===== src/rtl/pee_pkg.sv =====
// ----------------------------------------------------------------------------
// pee_pkg
// Shared types and constants of the postfix expression evaluator.
// ----------------------------------------------------------------------------
package pee_pkg;

  localparam int unsigned StackDepth = 64;
  localparam int unsigned PtrW       = $clog2(StackDepth);
  localparam int unsigned CntW       = $clog2(StackDepth + 1);

  typedef enum logic [2:0] {
    ErrNone      = 3'd0,
    ErrUnderflow = 3'd1,
    ErrDivZero   = 3'd2,
    ErrBadChar   = 3'd3,
    ErrCount     = 3'd4,
    ErrOverflow  = 3'd5,
    ErrTooBig    = 3'd6
  } err_e;

  localparam logic [7:0] ChPlus  = 8'h2B;
  localparam logic [7:0] ChMinus = 8'h2D;
  localparam logic [7:0] ChMul   = 8'h2A;
  localparam logic [7:0] ChDiv   = 8'h2F;
  localparam logic [7:0] ChSpace = 8'h20;
  localparam logic [7:0] ChZero  = 8'h30;
  localparam logic [7:0] ChNine  = 8'h39;

  typedef struct packed {
    logic        start;
    logic [31:0] dividend;
    logic [31:0] divisor;
  } div_req_t;

  typedef struct packed {
    logic        done;
    logic [31:0] quotient;
  } div_rsp_t;

endpackage


===== src/rtl/pee_stack_ram.sv =====
// ----------------------------------------------------------------------------
// pee_stack_ram
// Operand stack memory: one write port, two registered read ports.
// ----------------------------------------------------------------------------
module pee_stack_ram (
  input  logic                      clk_i,
  input  logic                      we_i,
  input  logic [pee_pkg::PtrW-1:0]  waddr_i,
  input  logic [31:0]               wdata_i,
  input  logic [pee_pkg::PtrW-1:0]  raddr_a_i,
  input  logic [pee_pkg::PtrW-1:0]  raddr_b_i,
  output logic [31:0]               rdata_a_o,
  output logic [31:0]               rdata_b_o
);
  import pee_pkg::*;

  logic [31:0] mem [StackDepth];

  always_ff @(posedge clk_i) begin
    if (we_i) begin
      mem[waddr_i] <= wdata_i;
    end
    rdata_a_o <= mem[raddr_a_i];
    rdata_b_o <= mem[raddr_b_i];
  end

endmodule


===== config.mk =====
export PLATFORM = sky130hd
export DESIGN_NAME = pee_stack_ram
export DESIGN_NICKNAME = d
export VERILOG_FILES = /design/src/rtl/pee_pkg.sv /design/src/rtl/pee_stack_ram.sv
export SDC_FILE = /design/constraint.sdc
export NUM_CORES = 2
export LEC_CHECK = 0
export BUFFER_PORTS_ARGS = -buffer_cell sky130_fd_sc_hd__buf_4
export CAP_MARGIN = 20
export CORE_ASPECT_RATIO = 1.1
export CORE_MARGIN = 2
export CORE_UTILIZATION = 50
export DETAILED_ROUTE_END_ITERATION = 6
export PLACE_DENSITY_LB_ADDON = 0.12
export SLEW_MARGIN = 10
export SYNTH_ARGS = -nofsm -noshare
export SYNTH_HDL_FRONTEND = slang
export SYNTH_SLANG_ARGS = --single-unit

===== constraint.sdc =====
create_clock -name clk_i -period 4.9 [get_ports clk_i]
set_input_delay 0.49 -clock clk_i [delete_from_list [all_inputs] [get_ports clk_i]]
set_output_delay 0.49 -clock clk_i [all_outputs]
set_load 0.01 [all_outputs]

==> impl_metrics.env <==
export IMPL_yosys_area_share_simple=0.0113
export IMPL_areaGrowthSynthToFinish_pct=12.5
export IMPL_synth_flop_cell="edfxtp_1"
export IMPL_fill_cells=13900
export IMPL_cts_resized=0
export IMPL_yosysWarnings=0
export IMPL_post_synth_num_cell_types=38
export IMPL_hold_path_class="input port to register"
export IMPL_die_area_sq_um=195000
export IMPL_die_y_um=463
export IMPL_ios=116
export IMPL_cts_path_max_buffers=3
export IMPL_syn_area_per_cell_sq_um=21.7
export IMPL_ys_seq_elements=2112
export IMPL_antenna_found_initial=18
export IMPL_cts_sinks=2112
export IMPL_grt_max_degree=71
export IMPL_cts_buffers=211
export IMPL_drive_above_1_share=0.393
export IMPL_vias=51900
export IMPL_grt_pass1_wl_um=413000
export IMPL_cap_violations=0
export IMPL_rsz0062_at_grt="no"
export IMPL_drt_total_wl_um=295000
export IMPL_cp_max_fo=36
export IMPL_overflow=0
export IMPL_synth_top_area_share=0.643
export IMPL_layout_commonest_cell="edfxtp_1"
export IMPL_async_flop_share=0
export IMPL_synth_area_leaders="edfxtp_1 (64%), mux4_2 (26%), mux2i_1 (2.1%)"
export IMPL_layout_common_cells="edfxtp_1 (2,048), mux4_2 (1,124), buf_4 (280)"
export IMPL_core_area_sq_um=190000
export IMPL_grt_pass1_vias=52200
export IMPL_start_util=0.503
export IMPL_place_congestion=0.826
export IMPL_via_per_inst=7.07
export IMPL_core_rowCount=168
export IMPL_dieWidth_um=421
export IMPL_netlist_area_sq_um=95700
export IMPL_io_buffers=115
export IMPL_fmax_mhz=333
export IMPL_tritoncts="built"
export IMPL_ir_worst_vdd_mv=0.364
export IMPL_route_detailed_drc=0
export IMPL_synth_compound_area_frac=0.0239
export IMPL_nets=4657
export IMPL_dpl_cell_area_sq_um=101000
export IMPL_finalMaxSlewViolations=0
export IMPL_end_kind="register"
export IMPL_final_area_sq_um=108000
export IMPL_run_status="finished clean"
export IMPL_fin_crit_sh=0.612
export IMPL_synth_nets=4464
export IMPL_ant_nets=0
export IMPL_worst_pin_slew_ns=1.35
export IMPL_finalSetupViolCount=0
export IMPL_clk_pin_slew_ns=0.06
export IMPL_slew_headroom=0.0998
export IMPL_dp_hpwl_um=175000
export IMPL_fin_setup_tns_ns=0
export IMPL_root_buffer="clkbuf_16"
export IMPL_start_kind="input port"
export IMPL_synth_xor_area_frac=0
export IMPL_muxShareOfSynthArea=0.290
export IMPL_crit_type="input port to register"
export IMPL_crit_arrival_ns=3.70
export IMPL_synth_adder_area_share=0
export IMPL_seq_area_frac_synth=0.656
export IMPL_period_minus_slack_ns=3.00
export IMPL_yosys_area_top_type="edfxtp_1"
export IMPL_power_density_nw_per_um2=371
export IMPL_clock_latency_ns=0.87
export IMPL_grt_usage=0.304
export IMPL_p_leak_nw=33.8
export IMPL_post_cts_buffers=0
export IMPL_hold_viol=0
export IMPL_firstDrtPassIters=6
export IMPL_drt_initial_drc_count=7216
export IMPL_crit_required_ns=5.60
export IMPL_htreeDepth=4
export IMPL_synth_top_family_by_area="multiplexers"
export IMPL_synth_edf_count=2048
export IMPL_syn_inst=4412
export IMPL_finClkSkew_ns=0.0280
export IMPL_wl_per_cell_um=40.2
## where the power goes
part	switching, W	total, W	leakage, nW	internal (W)
sequential	0.000145	0.0201	19.0	0.0200
clock	0.00693	0.0165	3.48	0.00954
combinational	0.00192	0.00330	11.4	0.00138
total	0.00900	0.0399	33.8	0.0309
## critical path, stage by stage
cell and delay (ns):
buf_8 0.33, buf_12 0.36, buf_4 0.42, mux4_2 0.57
mux2i_1 0.27, a21oi_1 0.33, nor2_1 0.52, o22ai_1 0.17
## cell families (layout without fill, tap and decap cells)
logic type             after synthesis  count (layout)
DFF                               2112            2112
muxes                             1364            1364
buffers and inverters              348             728
AOI/OAI and AO/OA                  340             340
and+or+nand+nor                    248             248
other                                0               8
## per-stage QoR
| step | worst slack (ns) | hold slack (ns) | util | cells | total power (W) |
|---|---|---|---|---|---|
| finish | 1.90 | 0.171 | 0.566 | 7350 | 0.0399 |
| global route | 1.72 | 0.179 | 0.566 | 7348 | 0.0409 |
| CTS | 2.02 | 0.126 | 0.566 | 7342 | 0.0401 |
| detailed placement | 1.10 | 0.881 | 0.529 | 6941 | 0.0238 |
| global placement | 1.09 | 0.854 | 0.529 | 6940 | 0.0238 |
| floorplan | 1.22 | 0.589 | - | 4412 | 0.0224 |
## layer usage
layer	GRT usage	vias up	wire, um
met1	0.423	28700	113000
met3	0.0634	481	28800
li1	-	19900	-
met4	0.108	6	11100
met5	0	-	43
met2	0.481	2841	143000
## state kept, by name (all words and copies together) (netlist names)
signal / count
mem: 2048
rdata_a_o: 32
rdata_b_o: 32
## synthesized netlist by cell type, types with 19 or more instances
master       n
nor2_1      94
mux2_2      36
a22oi_1     85
buf_1       25
nor2b_1     19
clkbuf_1   135
o211ai_1    27
o22ai_1     56
buf_4       55
mux4_2    1124
buf_2      121
o21ai_1     31
nand2_1     93
mux2i_1    204
a21oi_1     58
edfxtp_1  2048
dfxtp_1     64
## final timing paths
check / from / slack, ns / endpoint / cells past startpoint
max: raddr_a_i[0] / 1.90 / rdata_a_o[19] / 8
max reg2reg: mem[0][8] / 2.41 / rdata_b_o[8] / 4
min: wdata_i[2] / 0.17 / mem[27][2] / 1
min reg2reg: mem[39][27] / 0.90 / rdata_a_o[27] / 4
## area by class of cell
type                    instances  area, sq um  area share
diodes                          8         20.0    0.000186
clock buffers                 300         6030      0.0560
clock inverters               100         1010     0.00934
inverters                       1         3.75   0.0000349
multi-input cells            1952        31700       0.294
flip-flops and latches       2112        62800       0.583
well taps                    2550         3190      0.0296
repair buffers                327         2980      0.0276
## timing repair
| action | CTS | global route |
|---|---|---|
| endpoints found under the hold margin | 1 | 0 |
| hold buffers | 1 | 0 |
| setup endpoints to repair | 0 | 0 |
No activity file was read; power rests on OpenSTA's default activity.
