**src/rtl/pee_pkg.sv**
```systemverilog
// ----------------------------------------------------------------------------
// pee_pkg
// Shared types and constants of the postfix expression evaluator.
// ----------------------------------------------------------------------------
package pee_pkg;

  localparam int unsigned StackDepth = 64;
  localparam int unsigned PtrW       = $clog2(StackDepth);
  localparam int unsigned CntW       = $clog2(StackDepth + 1);

  typedef enum logic [2:0] {
    ErrNone      = 3'd0,
    ErrUnderflow = 3'd1,
    ErrDivZero   = 3'd2,
    ErrBadChar   = 3'd3,
    ErrCount     = 3'd4,
    ErrOverflow  = 3'd5,
    ErrTooBig    = 3'd6
  } err_e;

  localparam logic [7:0] ChPlus  = 8'h2B;
  localparam logic [7:0] ChMinus = 8'h2D;
  localparam logic [7:0] ChMul   = 8'h2A;
  localparam logic [7:0] ChDiv   = 8'h2F;
  localparam logic [7:0] ChSpace = 8'h20;
  localparam logic [7:0] ChZero  = 8'h30;
  localparam logic [7:0] ChNine  = 8'h39;

  typedef struct packed {
    logic        start;
    logic [31:0] dividend;
    logic [31:0] divisor;
  } div_req_t;

  typedef struct packed {
    logic        done;
    logic [31:0] quotient;
  } div_rsp_t;

endpackage

```
**src/rtl/pee_divider.sv**
```systemverilog
// ----------------------------------------------------------------------------
// pee_divider
// Signed 32-bit restoring divider, quotient truncated toward zero.
// ----------------------------------------------------------------------------
module pee_divider (
  input  logic              clk_i,
  input  logic              rst_ni,
  input  pee_pkg::div_req_t req_i,
  output pee_pkg::div_rsp_t rsp_o
);
  import pee_pkg::*;

  logic        busy_q;
  logic [5:0]  cnt_q;
  logic [31:0] rem_q, quo_q, dvs_q;
  logic        neg_q;
  logic [32:0] trial;

  assign trial = {rem_q, quo_q[31]} - {1'b0, dvs_q};

  always_ff @(posedge clk_i or negedge rst_ni) begin
    if (!rst_ni) begin
      busy_q <= 1'b0;
      cnt_q  <= '0;
      rsp_o  <= '0;
      rem_q  <= '0;
      quo_q  <= '0;
      dvs_q  <= '0;
      neg_q  <= 1'b0;
    end else begin
      rsp_o.done <= 1'b0;
      if (req_i.start) begin
        busy_q <= 1'b1;
        cnt_q  <= '0;
        rem_q  <= '0;
        quo_q  <= req_i.dividend[31] ? 32'd0 - req_i.dividend : req_i.dividend;
        dvs_q  <= req_i.divisor[31] ? 32'd0 - req_i.divisor : req_i.divisor;
        neg_q  <= req_i.dividend[31] ^ req_i.divisor[31];
      end else if (busy_q) begin
        if (cnt_q == 6'd32) begin
          busy_q         <= 1'b0;
          rsp_o.done     <= 1'b1;
          rsp_o.quotient <= neg_q ? 32'd0 - quo_q : quo_q;
        end else begin
          cnt_q <= cnt_q + 6'd1;
          // one quotient bit per cycle
          if (!trial[32]) begin
            rem_q <= trial[31:0];
            quo_q <= {quo_q[30:0], 1'b1};
          end else begin
            rem_q <= {rem_q[30:0], quo_q[31]};
            quo_q <= {quo_q[30:0], 1'b0};
          end
        end
      end
    end
  end

endmodule

```
**config.mk**
```make
export PLATFORM = sky130hd
export DESIGN_NAME = pee_divider
export DESIGN_NICKNAME = d
export VERILOG_FILES = /design/src/rtl/pee_pkg.sv /design/src/rtl/pee_divider.sv
export SDC_FILE = /design/constraint.sdc
export NUM_CORES = 1
export LEC_CHECK = 0
export BUFFER_PORTS_ARGS = -buffer_cell sky130_fd_sc_hd__buf_2
export CAP_MARGIN = 40
export CORE_MARGIN = 2
export CORE_UTILIZATION = 35
export DETAILED_ROUTE_END_ITERATION = 16
export GPL_TIMING_DRIVEN = 0
export MAX_ROUTING_LAYER = met4
export PLACE_DENSITY_LB_ADDON = 0.2
export SLEW_MARGIN = 20
export SYNTH_ARGS = -nofsm -noshare
export SYNTH_HDL_FRONTEND = slang
export SYNTH_SLANG_ARGS = --single-unit
```
**constraint.sdc**
```tcl
create_clock -name clk_i -period 4.5 [get_ports clk_i]
set_input_delay 0.225 -clock clk_i [delete_from_list [all_inputs] [get_ports clk_i]]
set_output_delay 0.225 -clock clk_i [all_outputs]
set_load 0.05 [all_outputs]
```
==> flow_summary.toml <==
[logic_synthesis]
netlist_instances = 1046
ys_warn_count = 0
synth-seq-cells = 137
ys_seq_area_share_pct = 37.5
syn_nets = 1151
ys_types = 68
yosys_most_used_dff = "dfrtp_1"
async_flop_share_pct = 100
synth_edf_count = 0
synth_area_sq_um = 9140
avgSynthCellArea_sq_um = 8.74

[layout]
area.growth.synth_to_final_pct = 17.1
insertedDiodeCount = 0
fin_area_sq_um = 10700
drive_above_1_share_pct = 13.2
fin_nets = 1271
seq_area_sq_um = 3430
multi_input_area_sq_um = 5230
n_fill_cell = 2641

[worst_setup_path]
worstPathArrival_ns = 4.50
cp.required_ns = 4.80
cp_slowest_cell = "a311oi_2"
startpoint_type = "register"
crit_path_max_fanout = 10
startpoint = "quo_q[31]"
reg2reg_from = "quo_q[31]"
ff2ff_path_depth = 14
r2r_slack_ns = 0.30
path_class = "reg2reg"
max_stage_delay_ns = 0.50
worstPathCellList = "inv_1 -> ha_1 -> inv_1 -> fa_1 -> a211oi_1 -> o21ai_0 -> o221a_2 -> o211ai_1 -> o211ai_1 -> a311oi_2 -> xnor2_2 -> buf_2 -> nor2_1 -> a221o_1"
regToRegEndpoint = "rem_q[12]"
critical_path.endpoint_type = "register"

[sta]
setup_viol = 0
setup_tns_ns = 0
drv_slew = 0
rsz0062_at_grt = "no"
fmax_mhz = 238
max_slew_margin_pct = 50.3
finalHoldViolations = 0
tightest_slew_ns = 0.746
fin_crit_sh_pct = 93.2
min_period_ns = 4.20
clock_skew_ns = 0.0161

[power]
p_clk_share_pct = 41.6
peakVddDrop_mv = 0.186
p_leak_uw = 0.00497
swShare_pct = 31.7
pwr-share-comb_pct = 18.4
power_density_nw_per_um2 = 329
power.switching_uw = 1120
p_seq_share_pct = 39.9
p_int_uw = 2410

[hold_path]
hp-class = "in2reg"
hold-path-endpoint = "dvs_q[0]"
worstHoldStart = "req_i[0]"
min_path_cells = 2

[clock_network]
clk_latency_ns = 0.43
cts_tree = "done"
cts_made_buffers = 17
clkTransAtPathRegs_ns = 0.07
cts_max_level = 4
numClockSinks = 137
cts_buffer_depth = 2
cts_resized = 0
postCtsSetupBuffers = 0
cts_root_buffer = "clkbuf_16"

[floorplan]
core_area_sq_um = 25800
rows = 59
die_x_microns = 166
ios = 100
die_h_microns = 166
start_util_pct = 35.4
design.die.area_sq_um = 27400

[place]
place_area_sq_um = 10100
place_congestion = 0.867
dp_hpwl_microns = 18800
io_buffers = 99

[global_routing]
grt_max_degree = 85
antenna_found_initial = 0
globalRouteTotalUtil_pct = 18.6
grt-ovfl-total = 0
first_global_vias = 7687
grt_pass1_wl_microns = 40300

[routing]
drt_pass1_iterations = 7
viasPerCell = 5.17
drt.antenna.violating_nets = 0
routed_wl_microns = 24500
routedWlPerCell_microns = 16.2
initialDrtViolationCount = 551
drc = 0
vias = 7828

[outcome]
status = "finished clean"

[run]
cap_violations = 0
[layout by cell type, fill, tap and decap left out, types with 6 or more instances in the layout]
cell type | Yosys | routed
dfrtp_1 | 137 | 137
nand2_1 | 132 | 132
o21ai_0 | 112 | 112
buf_2 | 1 | 99
inv_1 | 73 | 73
a21oi_1 | 66 | 66
xor2_1 | 65 | 65
nor2_1 | 63 | 63
xnor2_1 | 56 | 56
clkbuf_1 | 46 | 46
mux2i_1 | 38 | 38
ha_1 | 37 | 37
o31ai_1 | 23 | 23
a222oi_1 | 18 | 18
clkbuf_16 | 0 | 17
or4_1 | 12 | 12
a21o_1 | 11 | 11
or3_1 | 11 | 11
nand3_1 | 10 | 10
o41ai_1 | 10 | 10
nor3_1 | 9 | 9
o211ai_1 | 7 | 7
nand2b_1 | 7 | 7
nand3b_1 | 6 | 6
nor4_1 | 6 | 6
inv_6 | 0 | 6
[power groups by stage]
stage / Combinational, uW / Clock [uW] / Sequential, uW
final: 650 / 1470 / 1410
after global routing: 732 / 1550 / 1420
after CTS: 658 / 1500 / 1410
after detailed placement: 654 / 0 / 1430
after global placement: 646 / 0 / 1430
after floorplan: 398 / 0 / 1460
[per-layer routing]
layer / global-route usage [%] / part of all wire, %
met1: 24.4 / 47
met2: 30.4 / 48
met3: 2.51 / 3.9
met4: 4.50 / 0.92
met5: - / 0
[worst max-delay path: cells and delay by family (launching register included)]
kind | cells | cell delay (ns)
buf+inv | 3 | 0.59
simple gates | 1 | 0.08
compound gates | 7 | 2.07
xor+xnor | 1 | 0.34
fa+ha+maj | 2 | 0.63
flops | 1 | 0.36
[registers in the layout, indices dropped and copies added (netlist names)]
signal	cells
rsp_o	33
rem_q	32
cnt_q	6
busy_q	1
neg_q	1
quo_q	32
dvs_q	32
[cell families after synthesis]
family | synth area share [%]
AOI/OAI and AO/OA | 20.6
and+or+nand+nor | 15.3
DFF | 37.5
buffers and inverters | 5.27
xor gates and xnor gates | 11.8
muxes | 4.28
adders and majority gates | 5.28
[area by class of cell]
class                      count  area share, %
multi-input combinational    783           48.8
clock inverter                15           1.67
tap                          335           3.91
timing repair buffer         101           5.07
sequential                   137           32.0
clock buffer                  17           3.97
inverter                      73           2.56
buffer                        53           1.94
[cells in the mapped netlist, drive strengths merged (10+ instances only)]
library cell	number	area [sq um]
dfrtp	137	3430
nand2	133	502
o21ai	114	571
inv	73	274
a21oi	66	330
xor2	65	569
nor2	63	236
xnor2	57	507
clkbuf	46	173
mux2i	38	380
ha	37	463
o31ai	24	185
a222oi	18	180
o41ai	14	153
or3	14	103
or4	13	101
a21o	11	82.6
nand3	10	50.1
[what timing repair did]
item,CTS,global route
hold endpoints to repair,53,0
setup endpoints to repair,0,0
hold buffers,1,0
[worst max-delay path by stage]
stage | endpoint | slack, ns | cells after the start
after CTS | rem_q[12] | 0.34 | 14
after floorplan | rem_q[14] | 1.06 | 14
after detailed placement | rem_q[12] | 0.37 | 14
final | rem_q[12] | 0.30 | 14
after global routing | rem_q[4] | 0.002 | 14
after global placement | rem_q[19] | 0.36 | 14
[metrics by stage]
stage	instances	util [%]	hold slack [ns]	power, uW	worst slack (ns)
after floorplan	1046	-	-0.0706	1860	1.06
after global placement	1480	38.9	0.458	2070	0.357
after detailed placement	1481	39.1	0.175	2080	0.370
after CTS	1514	41.4	0.0778	3560	0.345
after global routing	1514	41.4	0.105	3700	0.00161
final	1514	41.4	0.0953	3530	0.304
(Power assumes the default switching activity.)
